`config.mk`:
```
export PLATFORM = sky130hd
export DESIGN_NAME = cassette_half_cycle_byte_decoder_flat
export DESIGN_NICKNAME = d
export VERILOG_FILES = /design/src/chbd_pkg.sv /design/src/chbd_if.sv /design/src/chbd_core.sv /design/src/chbd_out_buf.sv /design/src/cassette_half_cycle_byte_decoder.sv /design/src/flat_wrapper.sv
export SDC_FILE = /design/constraint.sdc
export NUM_CORES = 1
export LEC_CHECK = 0
export BUFFER_PORTS_ARGS = -buffer_cell sky130_fd_sc_hd__buf_2
export CORE_ASPECT_RATIO = 0.5
export CORE_UTILIZATION = 52
export DETAILED_ROUTE_END_ITERATION = 6
export PLACE_DENSITY = 0.67
export SLEW_MARGIN = 20
export SYNTH_ARGS = -nofsm -noshare
export SYNTH_HDL_FRONTEND = slang
export SYNTH_SLANG_ARGS = --single-unit
```
`constraint.sdc`:
```
create_clock -name clk_i -period 8.8 [get_ports clk_i]
set_clock_uncertainty 0.2 [all_clocks]
set_input_delay 1.32 -clock clk_i [delete_from_list [all_inputs] [get_ports clk_i]]
set_output_delay 1.32 -clock clk_i [all_outputs]
set_load 0.02 [all_outputs]
```
`src/chbd_pkg.sv`:
```
`default_nettype none
// ----------------------------------------------------------------------------
// chbd_pkg
// Shared types and constants for the cassette half-cycle byte decoder.
// ----------------------------------------------------------------------------
package chbd_pkg;

  localparam int unsigned StampW = 64;
  localparam int unsigned ByteW  = 8;
  localparam int unsigned PosW   = 3;
  localparam int unsigned CmpW   = 10;

  // gap windows, bounds exclusive
  localparam logic [CmpW-1:0] HdrLo   = CmpW'(650);
  localparam logic [CmpW-1:0] HdrHi   = CmpW'(660);
  localparam logic [CmpW-1:0] Sync1Lo = CmpW'(190);
  localparam logic [CmpW-1:0] Sync1Hi = CmpW'(210);
  localparam logic [CmpW-1:0] ZeroLo  = CmpW'(245);
  localparam logic [CmpW-1:0] ZeroHi  = CmpW'(255);
  localparam logic [CmpW-1:0] OneLo   = CmpW'(495);
  localparam logic [CmpW-1:0] OneHi   = CmpW'(505);

  localparam logic [ByteW-1:0] MsbMask = 8'h80;

  typedef enum logic [1:0] {
    PH_IDLE  = 2'd0,
    PH_SYNC2 = 2'd1,
    PH_DATA  = 2'd2
  } phase_e;

  typedef enum logic {
    CFG_TAPE_LOADED   = 1'b0,
    CFG_WRITE_ALLOWED = 1'b1
  } cfg_reg_e;

  typedef enum logic {
    EV_BYTE   = 1'b0,
    EV_REWIND = 1'b1
  } event_kind_e;

  typedef struct packed {
    logic             event_kind;
    logic [ByteW-1:0] data_byte;
  } result_t;

endpackage
`default_nettype wire

```
`src/chbd_if.sv`:
```
`default_nettype none
// ----------------------------------------------------------------------------
// chbd channel interfaces
// Valid/ready channels for toggle events, decoded results and register writes.
// ----------------------------------------------------------------------------
interface chbd_event_if;
  logic                        valid;
  logic                        ready;
  logic [chbd_pkg::StampW-1:0] cycle_stamp;
  modport source (output valid, output cycle_stamp, input ready);
  modport sink   (input valid, input cycle_stamp, output ready);
endinterface

interface chbd_result_if;
  logic                       valid;
  logic                       ready;
  logic                       event_kind;
  logic [chbd_pkg::ByteW-1:0] data_byte;
  modport source (output valid, output event_kind, output data_byte, input ready);
  modport sink   (input valid, input event_kind, input data_byte, output ready);
endinterface

interface chbd_cfg_if;
  logic valid;
  logic ready;
  logic index;
  logic data;
  modport source (output valid, output index, output data, input ready);
  modport sink   (input valid, input index, input data, output ready);
endinterface
`default_nettype wire

```
`src/chbd_core.sv`:
```
`default_nettype none
// ----------------------------------------------------------------------------
// chbd_core
// Input register, gap classification and tape state; one event per cycle unless the result buffer is full.
// ----------------------------------------------------------------------------
module chbd_core (
  input  wire logic                        clk_i,
  input  wire logic                        rst_ni,
  input  wire logic                        in_valid_i,
  output logic                             in_ready_o,
  input  wire logic [chbd_pkg::StampW-1:0] in_stamp_i,
  input  wire logic                        cfg_valid_i,
  input  wire logic                        cfg_index_i,
  input  wire logic                        cfg_data_i,
  output logic                             push_valid_o,
  input  wire logic                        push_ready_i,
  output chbd_pkg::result_t                push_data_o
);

  logic                        stg_valid_q, stg_valid_d;
  logic [chbd_pkg::StampW-1:0] stg_stamp_q;
  logic                        advance;

  logic                          tape_loaded_q, write_allowed_q;
  logic [chbd_pkg::StampW-1:0]   last_q, last_d;
  chbd_pkg::phase_e              phase_q, phase_d;
  logic                          first_q, first_d;
  logic                          toggle_q, toggle_d;
  logic [chbd_pkg::PosW-1:0]     pos_q, pos_d;
  logic [chbd_pkg::ByteW-1:0]    acc_q, acc_d;

  logic [chbd_pkg::StampW-1:0] gap;
  logic [chbd_pkg::CmpW-1:0]   gap_lo;
  logic                        gap_small;
  logic                        is_hdr, is_sync1, is_zero, is_one;
  logic                        enabled, rewind, byte_done;
  logic [chbd_pkg::ByteW-1:0]  acc_or;

  assign advance    = stg_valid_q && push_ready_i;
  assign in_ready_o = !stg_valid_q || push_ready_i;
  assign stg_valid_d = in_ready_o ? in_valid_i : stg_valid_q;

  always_ff @(posedge clk_i or negedge rst_ni) begin
    if (!rst_ni) begin
      stg_valid_q <= 1'b0;
    end else begin
      stg_valid_q <= stg_valid_d;
    end
  end

  always_ff @(posedge clk_i) begin
    if (in_valid_i && in_ready_o) begin
      stg_stamp_q <= in_stamp_i;
    end
  end

  always_ff @(posedge clk_i or negedge rst_ni) begin
    if (!rst_ni) begin
      tape_loaded_q   <= 1'b0;
      write_allowed_q <= 1'b0;
    end else if (cfg_valid_i) begin
      case (chbd_pkg::cfg_reg_e'(cfg_index_i))
        chbd_pkg::CFG_TAPE_LOADED:   tape_loaded_q   <= cfg_data_i;
        chbd_pkg::CFG_WRITE_ALLOWED: write_allowed_q <= cfg_data_i;
        default: ;
      endcase
    end
  end

  assign gap       = stg_stamp_q - last_q;
  assign gap_small = (gap[chbd_pkg::StampW-1:chbd_pkg::CmpW] == '0);
  assign gap_lo    = gap[chbd_pkg::CmpW-1:0];
  assign is_hdr    = gap_small && gap_lo > chbd_pkg::HdrLo && gap_lo < chbd_pkg::HdrHi;
  assign is_sync1  = gap_small && gap_lo > chbd_pkg::Sync1Lo && gap_lo < chbd_pkg::Sync1Hi;
  assign is_zero   = gap_small && gap_lo > chbd_pkg::ZeroLo && gap_lo < chbd_pkg::ZeroHi;
  assign is_one    = gap_small && gap_lo > chbd_pkg::OneLo && gap_lo < chbd_pkg::OneHi;
  assign enabled   = advance && tape_loaded_q && write_allowed_q;
  assign acc_or    = acc_q | (chbd_pkg::MsbMask >> pos_q);

  always_comb begin
    last_d    = last_q;
    phase_d   = phase_q;
    first_d   = first_q;
    toggle_d  = toggle_q;
    pos_d     = pos_q;
    acc_d     = acc_q;
    rewind    = 1'b0;
    byte_done = 1'b0;
    push_data_o.event_kind = chbd_pkg::EV_REWIND;
    push_data_o.data_byte  = '0;
    if (enabled) begin
      last_d  = stg_stamp_q;
      first_d = 1'b0;
      rewind  = first_q;
      if (is_hdr) begin
        phase_d = chbd_pkg::PH_IDLE;
      end else begin
        case (phase_q)
          chbd_pkg::PH_IDLE: begin
            if (is_sync1) phase_d = chbd_pkg::PH_SYNC2;
          end
          chbd_pkg::PH_SYNC2: begin
            if (is_zero) begin
              phase_d  = chbd_pkg::PH_DATA;
              toggle_d = 1'b1;
              pos_d    = '0;
              acc_d    = '0;
              rewind   = 1'b1;
            end
          end
          chbd_pkg::PH_DATA: begin
            if (!is_zero && !is_one) begin
              phase_d = chbd_pkg::PH_IDLE;
            end else begin
              toggle_d = !toggle_q;
              if (!toggle_q) begin
                if (is_one) acc_d = acc_or;
                pos_d = pos_q + 1'b1;
                if (pos_q == '1) begin
                  byte_done = 1'b1;
                  push_data_o.data_byte = acc_d;
                  acc_d = '0;
                end
              end
            end
          end
          default: ;
        endcase
      end
      if (byte_done) begin
        push_data_o.event_kind = chbd_pkg::EV_BYTE;
      end
    end
  end

  assign push_valid_o = byte_done || rewind;

  always_ff @(posedge clk_i or negedge rst_ni) begin
    if (!rst_ni) begin
      last_q   <= '0;
      phase_q  <= chbd_pkg::PH_SYNC2;
      first_q  <= 1'b1;
      toggle_q <= 1'b0;
      pos_q    <= '0;
      acc_q    <= '0;
    end else begin
      last_q   <= last_d;
      phase_q  <= phase_d;
      first_q  <= first_d;
      toggle_q <= toggle_d;
      pos_q    <= pos_d;
      acc_q    <= acc_d;
    end
  end

endmodule
`default_nettype wire

```
`src/chbd_out_buf.sv`:
```
`default_nettype none
// ----------------------------------------------------------------------------
// chbd_out_buf
// Two-entry result buffer that decouples the decoder from a stalled sink.
// ----------------------------------------------------------------------------
module chbd_out_buf (
  input  wire logic              clk_i,
  input  wire logic              rst_ni,
  input  wire logic              push_valid_i,
  output logic                   push_ready_o,
  input  wire chbd_pkg::result_t push_data_i,
  output logic                   pop_valid_o,
  input  wire logic              pop_ready_i,
  output chbd_pkg::result_t      pop_data_o
);

  chbd_pkg::result_t mem_q [2];
  logic       wr_ptr_q, wr_ptr_d;
  logic       rd_ptr_q, rd_ptr_d;
  logic [1:0] count_q, count_d;
  logic       push, pop;

  assign push_ready_o = (count_q != 2'd2);
  assign pop_valid_o  = (count_q != 2'd0);
  assign pop_data_o   = mem_q[rd_ptr_q];
  assign push         = push_valid_i && push_ready_o;
  assign pop          = pop_valid_o && pop_ready_i;

  always_comb begin
    wr_ptr_d = push ? !wr_ptr_q : wr_ptr_q;
    rd_ptr_d = pop ? !rd_ptr_q : rd_ptr_q;
    count_d  = count_q + {1'b0, push} - {1'b0, pop};
  end

  always_ff @(posedge clk_i or negedge rst_ni) begin
    if (!rst_ni) begin
      wr_ptr_q <= 1'b0;
      rd_ptr_q <= 1'b0;
      count_q  <= 2'd0;
    end else begin
      wr_ptr_q <= wr_ptr_d;
      rd_ptr_q <= rd_ptr_d;
      count_q  <= count_d;
    end
  end

  always_ff @(posedge clk_i) begin
    if (push) begin
      mem_q[wr_ptr_q] <= push_data_i;
    end
  end

endmodule
`default_nettype wire

```
`src/cassette_half_cycle_byte_decoder.sv`:
```
`default_nettype none
// ----------------------------------------------------------------------------
// cassette_half_cycle_byte_decoder
// Path: an accepted event beat is registered in the input stage, and its result in the result buffer.
// Throughput: one event beat per cycle while the result buffer is not full; its two entries absorb stalls.
// The 64-bit gap subtract and window compares set the path from input register to result buffer.
// Reset: asynchronous, clears the tape state into PH_SYNC2 and leaves both enables low.
// Configuration writes take effect in the cycle after the beat.
// ----------------------------------------------------------------------------
module cassette_half_cycle_byte_decoder (
  input  wire logic         clk_i,
  input  wire logic         rst_ni,
  chbd_event_if.sink        in_i,
  chbd_result_if.source     out_o,
  chbd_cfg_if.sink          cfg_i
);

  logic              push_valid, push_ready;
  chbd_pkg::result_t push_data, pop_data;

  assign cfg_i.ready = 1'b1;

  chbd_core u_core (
    .clk_i        (clk_i),
    .rst_ni       (rst_ni),
    .in_valid_i   (in_i.valid),
    .in_ready_o   (in_i.ready),
    .in_stamp_i   (in_i.cycle_stamp),
    .cfg_valid_i  (cfg_i.valid),
    .cfg_index_i  (cfg_i.index),
    .cfg_data_i   (cfg_i.data),
    .push_valid_o (push_valid),
    .push_ready_i (push_ready),
    .push_data_o  (push_data)
  );

  chbd_out_buf u_out_buf (
    .clk_i        (clk_i),
    .rst_ni       (rst_ni),
    .push_valid_i (push_valid),
    .push_ready_o (push_ready),
    .push_data_i  (push_data),
    .pop_valid_o  (out_o.valid),
    .pop_ready_i  (out_o.ready),
    .pop_data_o   (pop_data)
  );

  assign out_o.event_kind = pop_data.event_kind;
  assign out_o.data_byte  = pop_data.data_byte;

endmodule
`default_nettype wire

```
`src/flat_wrapper.sv`:
```
// flat-port wrapper written by rule: the top's interface ports become plain ports
module cassette_half_cycle_byte_decoder_flat 
  (clk_i, rst_ni, in_i_valid, in_i_cycle_stamp, in_i_ready, out_o_valid, out_o_event_kind, out_o_data_byte, out_o_ready, cfg_i_valid, cfg_i_index, cfg_i_data, cfg_i_ready);
  chbd_event_if in_i_i ();
  chbd_result_if out_o_i ();
  chbd_cfg_if cfg_i_i ();
  input  wire logic clk_i;
  input  wire logic rst_ni;
  input wire logic [$bits(in_i_i.valid)-1:0] in_i_valid;
  input wire logic [$bits(in_i_i.cycle_stamp)-1:0] in_i_cycle_stamp;
  output wire logic [$bits(in_i_i.ready)-1:0] in_i_ready;
  output wire logic [$bits(out_o_i.valid)-1:0] out_o_valid;
  output wire logic [$bits(out_o_i.event_kind)-1:0] out_o_event_kind;
  output wire logic [$bits(out_o_i.data_byte)-1:0] out_o_data_byte;
  input wire logic [$bits(out_o_i.ready)-1:0] out_o_ready;
  input wire logic [$bits(cfg_i_i.valid)-1:0] cfg_i_valid;
  input wire logic [$bits(cfg_i_i.index)-1:0] cfg_i_index;
  input wire logic [$bits(cfg_i_i.data)-1:0] cfg_i_data;
  output wire logic [$bits(cfg_i_i.ready)-1:0] cfg_i_ready;
  assign in_i_i.valid = in_i_valid;
  assign in_i_i.cycle_stamp = in_i_cycle_stamp;
  assign in_i_ready = in_i_i.ready;
  assign out_o_valid = out_o_i.valid;
  assign out_o_event_kind = out_o_i.event_kind;
  assign out_o_data_byte = out_o_i.data_byte;
  assign out_o_i.ready = out_o_ready;
  assign cfg_i_i.valid = cfg_i_valid;
  assign cfg_i_i.index = cfg_i_index;
  assign cfg_i_i.data = cfg_i_data;
  assign cfg_i_ready = cfg_i_i.ready;
  cassette_half_cycle_byte_decoder u_core (.clk_i(clk_i), .rst_ni(rst_ni), .in_i(in_i_i), .out_o(out_o_i), .cfg_i(cfg_i_i));
endmodule
```
-- Yosys cells after proc, flatten, opt, wreduce, memory -nomap -nowiden
Memory sizes are Yosys's and may differ from the RTL's.
Cells that the tools add are included.
- word-level logic and storage cells: 111
- memories kept: 1
- bits in writable memories: 18
- bits of input ports: 71
- register bits: 150
- output and inout port bits: 12
- memory list (memory ; depth ; bits a word ; rd ports ; clocked after memory_dff ; write ports ; RTL line ; text):
    u_core.u_out_buf.mem_q ; 2 ; 9 ; 1 ; 0 ; 1 ; chbd_out_buf.sv:17 ; chbd_pkg::result_t mem_q [2];
- muxes and demuxes: 38
- reduce and logical (&&, ||, !) cells: 33
- equality and inequality tests: 10
- add/sub/neg operators: 4
- shift-type cells: 1
- magnitude comparators: 8
- bitwise operators: 3
- operator list (operator ; count):
    $mux W8 ; 10
    $sub A64 B64 Y64 ; 1
    $logic_not A54 Y1 ; 1
    $gt A10 B8 Y1 const B ; 2
    $lt A10 B8 Y1 const B ; 2
    $mux W1 ; 16
    $pmux W8 S2 ; 1
    $logic_and A1 B1 Y1 ; 15
    $gt A10 B10 Y1 const B ; 1
    $gt A10 B9 Y1 const B ; 1
    $lt A10 B10 Y1 const B ; 1
    $lt A10 B9 Y1 const B ; 1
    $reduce_and A5 Y1 ; 2
    $mux W3 ; 3
    $mux W9 ; 1
    $ne A3 B3 Y1 const B ; 3
    $mux W2 ; 4
    $ne A2 B2 Y1 const B ; 4
    $or A8 B8 Y8 ; 1
    $shr A8 B3 Y8 const A ; 1
    $logic_not A1 Y1 ; 6
    $pmux W2 S3 ; 1
    $pmux W3 S2 ; 1
    $reduce_and A6 Y1 ; 1
    other kinds (13) ; 17

-- Longest topological paths before layout
- word-level depth: 15
- depth in mapped cells: 22
- depth with buffers taken out: 21

-- Cells and area by module
Synthesis repeated with hierarchy kept, for this count alone.
- cells, all modules: 1362
- area, all modules: 11833.8 sq um
- by module, submodules not included (module ; area an instance (sq um) ; cells an instance ; sequential area each (sq um) ; times used):
    chbd_core ; 10941.7 ; 1310 ; 3976.3 ; 1
    chbd_out_buf ; 880.8 ; 50 ; 640.6 ; 1
    cassette_half_cycle_byte_decoder ; 11.3 ; 2 ; 0.0 ; 1

-- Least setup slack after synthesis
Ideal clock, no wire load.
- path type: reg2reg
- start point: reg u_core.u_core.stg_stamp_q[0] (netlist bit)
- end point: reg u_core.u_out_buf.count_q[1]
- period minus slack after synthesis: 4.927 ns
- path buffers: 1
- required time: 8.477 ns
- slack: 3.873 ns
- cell stages (with the launch flop): 23
- setup time: 0.123 ns
- data arrival time: 4.605 ns
- path through: edfxtp_1 > inv_1 > ha_1 > inv_1 > fa_1 > a211oi_2 > o21ai_2 > a32oi_2 > a311oi_4 > a211oi_1 > o21ai_0 > xnor2_1 > or3_1 > nor4_2 > or4b_1 > buf_6 > nor2_1 > o21ai_1 > ha_1 > inv_1 > ha_1 > xnor2_1 > xnor2_1
- word-level cells in the longest chain between the ends: 15
- elaborated cells on any way between the ends: 30
- classes of those cells: 3 x add/sub; 6 x order compare; 9 x mux; 12 x reduce/logical
- RTL lines (what ; RTL line ; text):
    start: declaration ; chbd_core.sv:21 ; logic [chbd_pkg::StampW-1:0] stg_stamp_q;
    start signal: assignment ; chbd_core.sv:53 ; stg_stamp_q <= in_stamp_i;
    $sub A64 B64 Y64 * ; chbd_core.sv:70 ; assign gap = stg_stamp_q - last_q;
    $gt A10 B8 Y1 (tied with other cells) ; chbd_core.sv:75 ; assign is_zero = gap_small && gap_lo > chbd_pkg::ZeroLo && gap_lo < chbd_pkg::ZeroHi;
    $logic_and A1 B1 Y1, on equally long branches (2 in series) ; chbd_core.sv:75, chbd_core.sv:76 ;
    $logic_not A1 Y1 ; chbd_core.sv:112 ; if (!is_zero && !is_one) begin
    $logic_and A1 B1 Y1 ; chbd_core.sv:112 ;
    $mux W1 ; chbd_core.sv:112 ;
    $mux W1 ; chbd_core.sv:98 ; case (phase_q)
    $mux W1 ; chbd_core.sv:95 ; if (is_hdr) begin
    $mux W1 (2 in series) ; chbd_core.sv:91 ; if (enabled) begin
    $logic_or A1 B1 Y1 * ; chbd_core.sv:136 ; assign push_valid_o = byte_done || rewind;
    $logic_and A1 B1 Y1 * ; chbd_out_buf.sv:26 ; assign push = push_valid_i && push_ready_o;
    $add A2 B1 Y2 * ; chbd_out_buf.sv:32 ; count_d = count_q + {1'b0, push} - {1'b0, pop};
    $sub A2 B1 Y2 * ; chbd_out_buf.sv:32 ;
    via u_core.u_out_buf.count_d[1] ; chbd_out_buf.sv:20 ; logic [1:0] count_q, count_d;
    end signal: assignment ; chbd_out_buf.sv:43 ; count_q <= count_d;
    end: declaration ; chbd_out_buf.sv:20 ;
Mark *: on every way through the listed nets, which the timed path passes. The rest lies on a longest branch. The select of a mux whose other input is x is not followed.
A chain may end at the register's enable or synchronous reset.

-- Worst setup path in the final report
- start point: reg u_core.u_core.stg_stamp_q[0] (netlist bit)
- end point: mem u_core.u_out_buf.mem_q[1][6] (netlist bit), enable pin
- word-level cells in the longest chain between the ends: 15
- elaborated cells on any way between the ends: 30
- classes of those cells: 1 x add/sub; 6 x order compare; 11 x mux; 12 x reduce/logical
- RTL lines (what ; RTL line ; text):
    $sub A64 B64 Y64 * ; chbd_core.sv:70 ;
    $gt A10 B8 Y1 (tied with other cells) ; chbd_core.sv:75 ;
    $logic_and A1 B1 Y1, on equally long branches (2 in series) ; chbd_core.sv:75, chbd_core.sv:76 ;
    $logic_not A1 Y1 ; chbd_core.sv:112 ;
    $logic_and A1 B1 Y1 ; chbd_core.sv:112 ;
    $mux W1 ; chbd_core.sv:112 ;
    $mux W1 ; chbd_core.sv:98 ;
    $mux W1 ; chbd_core.sv:95 ;
    $mux W1 (2 in series) ; chbd_core.sv:91 ;
    $logic_or A1 B1 Y1 * ; chbd_core.sv:136 ;
    $logic_and A1 B1 Y1 * ; chbd_out_buf.sv:26 ;
    $mux W1 * ; chbd_out_buf.sv:48 ; if (push) begin
    $mux W1 (not written as such) * ; chbd_out_buf.sv:49 ; mem_q[wr_ptr_q] <= push_data_i;
    end: declaration ; chbd_out_buf.sv:17 ;
Mark *: on every way between the ends. The rest lies on a longest branch, timed or not. The select of a mux whose other input is x is not followed.

==> run summary <==
GLOBAL ROUTE
--------------------------------------------------------------------------------------------------------
Overflow left after global routing                                                                     0
Global-route wire length before repair                                                           52.6 mm
Pin count of the biggest net entering global routing                                                  83
Combined global-route utilization of all metal layers                                              0.310
Number of antenna violations at the first check in global routing                                      1
Number of global-route vias before repair                                                          9,394

PLACED DESIGN
--------------------------------------------------------------------------------------------------------
Number of cells in the design after placement                                                      1,582
Placement Cell Area                                                                           12,000 um2
Detail Placement HPWL                                                                            26.4 mm
Placer Congestion                                                                                   1.03
Count of input and output buffers                                                                     81

CLOCK NETWORK
--------------------------------------------------------------------------------------------------------
Post-CTS clock slew at the launch and capture registers of the worst setup and hold paths        0.07 ns
Post-CTS setup repair buffer count                                                                     0
Number of hold buffers added after CTS                                                                 0
TritonCTS clock tree                                                                               built
CTS Buf Count                                                                                         17
Number of resized instances in the post-cts repair step                                                0
CTS HTree Levels                                                                                       4
Num Clock Sinks                                                                                      168
CTS Buffer Depth                                                                                       2
Clock insertion delay at the later pin of the skew report                                        0.46 ns
Cell at the root of the clock tree                                                          sky130_fd_sc_hd__clkbuf_16

POWER AND IR DROP
--------------------------------------------------------------------------------------------------------
Power spent charging and discharging nets                                                        2320 uW
Total power consumption of the routed design                                                     4660 uW
Ratio of total power to cell area                                                             371 nW/um2
Combinational share of power                                                                       0.603
Peak ir drop on the vdd network                                                                 0.197 mV
Part of the power in registers                                                                     0.236
Switching part of the total                                                                        0.497
Leak                                                                                          0.00498 uW
Cell-internal power                                                                              2350 uW
Clk pwr share                                                                                      0.161

ROUTING
--------------------------------------------------------------------------------------------------------
Number of iterations in the first detailed-routing pass                                                6
DR DRC count                                                                                           0
Detailed-route wire length per cell                                                              20.9 um
Total wire length                                                                                33.7 mm
Number of DRC markers in iteration 0                                                               1,169
Via density per instance                                                                            6.12
Residual antenna-violating net count after detailed routing                                            0
Detailed-route via count                                                                           9,873

SYNTHESIS
--------------------------------------------------------------------------------------------------------
Cell area after synthesis                                                                     11,400 um2
Post-synthesis cell count                                                                          1,270
Most used standard cell by instance count after synthesis                                   sky130_fd_sc_hd__nand2_1
Number of synthesized flops with an enable pin                                                        82
Distinct cell type count of the synthesized netlist                                                   96
Syn. warnings                                                                                          0
Share of the synthesized area in the top cell type                                                 0.215
Post-Synthesis Mean Instance Area                                                               9.00 um2
Cell accounting for the most synthesized area                                               sky130_fd_sc_hd__edfxtp_1
Synthesized net count                                                                              1,416
Register area share after synthesis                                                                0.404
Async SR Flop Fraction                                                                             0.512
Most frequently used flop master after synthesis                                            sky130_fd_sc_hd__dfrtp_1
Cell types occupying the most area after synthesis                                          sky130_fd_sc_hd__edfxtp_1, sky130_fd_sc_hd__dfrtp_1, sky130_fd_sc_hd__ha_1
#FFs+latches synth                                                                                   168
Top post-synthesis cells by count                                                           sky130_fd_sc_hd__nand2_1, sky130_fd_sc_hd__o21ai_0, sky130_fd_sc_hd__a21oi_1

FLOORPLAN
--------------------------------------------------------------------------------------------------------
Area of the core                                                                              21,000 um2
Floorplan die area                                                                            22,600 um2
Placement Rows                                                                                        37
Die extent in x                                                                                   212 um
Number of I/O pins                                                                                    83
Y dimension of the die                                                                            107 um
Initial core utilization                                                                           0.544

FINISH
--------------------------------------------------------------------------------------------------------
Count of antenna diodes in the layout                                                                  0
Fraction of layout cells with a size suffix above 1                                                0.127
FILL cells                                                                                         1,873
Final #Nets                                                                                        1,455
Cell area after layout                                                                        12,600 um2
Area used by multi-input combinational logic                                                    6190 um2
Number of standard cells in the final layout excluding fillers                                     1,614
Area growth from synthesis to layout                                                               10.0%
Area of all sequential standard cells                                                           4620 um2

SETUP PATH
--------------------------------------------------------------------------------------------------------
WP data arrival                                                                                  6.56 ns
Top Family by Delay on Critical Path                                                        compound AO/OA/AOI/OAI gates
Worst path required time                                                                         8.69 ns
Class of the most critical setup path                                                       flop to flop
Startpoint kind of the worst setup timing path                                                      flop
Crit path largest cell delay                                                                     0.92 ns
CP Cell Sequence                                                                            inv_1, ha_1, inv_1, fa_1, a211oi_2, o21ai_2, a32oi_2, a311oi_4, a211oi_1, o21ai_0, xnor2_1, or3_1, nor4_2, or4b_1, nor2_1, o21ai_1, nor2_1
Critical path peak fanout                                                                             10
Number of buffer and inverter instances along the worst setup path                                     2
Kind of end point of the critical path                                                              flop
Slowest cell on the critical path                                                           sky130_fd_sc_hd__a211oi_1

TIMING
--------------------------------------------------------------------------------------------------------
Slew margin rel.                                                                                   0.278
Slew Limit Fails                                                                                       0
Final Hold Viols                                                                                       0
Fin crit period                                                                                  6.68 ns
Sum of negative setup slack                                                                         0 ns
Count of endpoints failing setup in the final report                                                   0
Final clock period utilization by the worst path                                                   0.759
Top achievable clock speed                                                                       150 MHz
Measured slew at the worst slew-check pin                                                        1.08 ns
Unrepaired setup endpoints after global routing                                                       no
Hold Slack                                                                                      0.290 ns

MIN PATH
--------------------------------------------------------------------------------------------------------
Class of the most critical hold timing path                                                 flop to flop

STATUS
--------------------------------------------------------------------------------------------------------
Result of the run                                                                              completed

FLOW RUN
--------------------------------------------------------------------------------------------------------
MaxCap Viol Count                                                                                      0

==> final timing paths <==
| check | from | cells past startpoint | slack [ns] | endpoint |
|---|---|---|---|---|
| max | u_core.u_core.stg_stamp_q[0]$_DFFE_PP_ | 17 | 2.12 | u_core.u_out_buf.mem_q[1][6]$_DFFE_PP_ |
| min | u_core.u_core.stg_stamp_q[2]$_DFFE_PP_ | 2 | 0.29 | u_core.u_core.last_q[2]$_DFFE_PN0P_ |
| max reg2reg | u_core.u_core.stg_stamp_q[0]$_DFFE_PP_ | 17 | 2.12 | u_core.u_out_buf.mem_q[1][6]$_DFFE_PP_ |
| min reg2reg | u_core.u_core.stg_stamp_q[2]$_DFFE_PP_ | 2 | 0.29 | u_core.u_core.last_q[2]$_DFFE_PN0P_ |
| max in group asynchronous | rst_ni | 4 | 7.09 | u_core.u_core.phase_q[0]$_DFFE_PN1P_ |
| min in group asynchronous | rst_ni | 1 | 0.45 | u_core.u_core.stg_valid_q$_DFFE_PN0N_ |
==> tightest hold or removal path: cells and delay by family (launching register included) <==
| kind | cells | cell delay (ns) |
|---|---|---|
| flip-flops | 1 | 0.35 |
| AND/OR/NAND/NOR | 1 | 0.05 |
| AO/OA/AOI/OAI | 1 | 0.06 |
==> power by group through the flow <==
stage               sequential, uW  combinational (uW)  clock [uW]
finish                        1100                2810         750
global route                  1120                3060         792
CTS                           1100                2730         764
detailed placement            1120                2710           0
global placement              1110                2710           0
floorplan                     1090                1950           0
==> logic make-up after synthesis <==
logic type / Yosys count / share of synthesized area
AOI/OAI and AO/OA: 410 / 0.232
xor gates and xnor gates: 33 / 0.0253
adders and majority gates: 75 / 0.0828
buffers and inverters: 155 / 0.0550
DFF: 168 / 0.404
muxes: 29 / 0.0276
other: 1 / 0.000328
and+or+nand+nor: 399 / 0.173
==> metrics by stage <==
stage          utilization  setup WS (ns)
3_3_place_gp         0.568           2.40
4_1_cts              0.598           2.22
2_1_floorplan            -           3.87
3_5_place_dp         0.570           2.29
6_report             0.598           2.12
5_1_grt              0.598           1.81
==> flip-flops by register name, summed over array words and instances (netlist names) <==
signal and count:
u_core.u_core.pos_q 3, u_core.u_core.tape_loaded_q 1, u_core.u_out_buf.rd_ptr_q 1, u_core.u_core.first_q 1
u_core.u_out_buf.mem_q 18, u_core.u_core.stg_valid_q 1, u_core.u_core.stg_stamp_q 64, u_core.u_out_buf.wr_ptr_q 1
u_core.u_core.toggle_q 1, u_core.u_out_buf.count_q 2, u_core.u_core.phase_q 2, u_core.u_core.acc_q 8
u_core.u_core.write_allowed_q 1, u_core.u_core.last_q 64
==> layout by cell type (no fill, tap or decap), types with 26 or more instances in the layout <==
master,Yosys,final
sky130_fd_sc_hd__a21o_1,26,26
sky130_fd_sc_hd__a21oi_1,91,91
sky130_fd_sc_hd__buf_2,13,80
sky130_fd_sc_hd__dfrtp_1,84,84
sky130_fd_sc_hd__edfxtp_1,82,82
sky130_fd_sc_hd__ha_1,74,74
sky130_fd_sc_hd__inv_1,89,89
sky130_fd_sc_hd__nand2_1,153,153
sky130_fd_sc_hd__nand4_1,37,37
sky130_fd_sc_hd__nor2_1,80,79
sky130_fd_sc_hd__o21ai_0,126,126
==> cell type report <==
class,instances,area share
clock buffers,17,0.0338
inverters,89,0.0266
repair buffers,86,0.0380
flip-flops and latches,168,0.367
clock inverters,15,0.0126
well taps,292,0.0291
multi-input cells,947,0.493
==> routing by layer <==
| layer | share of wire | GRT usage | wire (um) |
|---|---|---|---|
| met1 | 0.50 | 0.475 | 16800 |
| met2 | 0.41 | 0.440 | 13900 |
| met3 | 0.078 | 0.0776 | 2620 |
| met4 | 0.0090 | 0.0554 | 302 |
| met5 | 0.00039 | 0 | 13 |
Note: power is estimated with default switching activity, not from simulation.
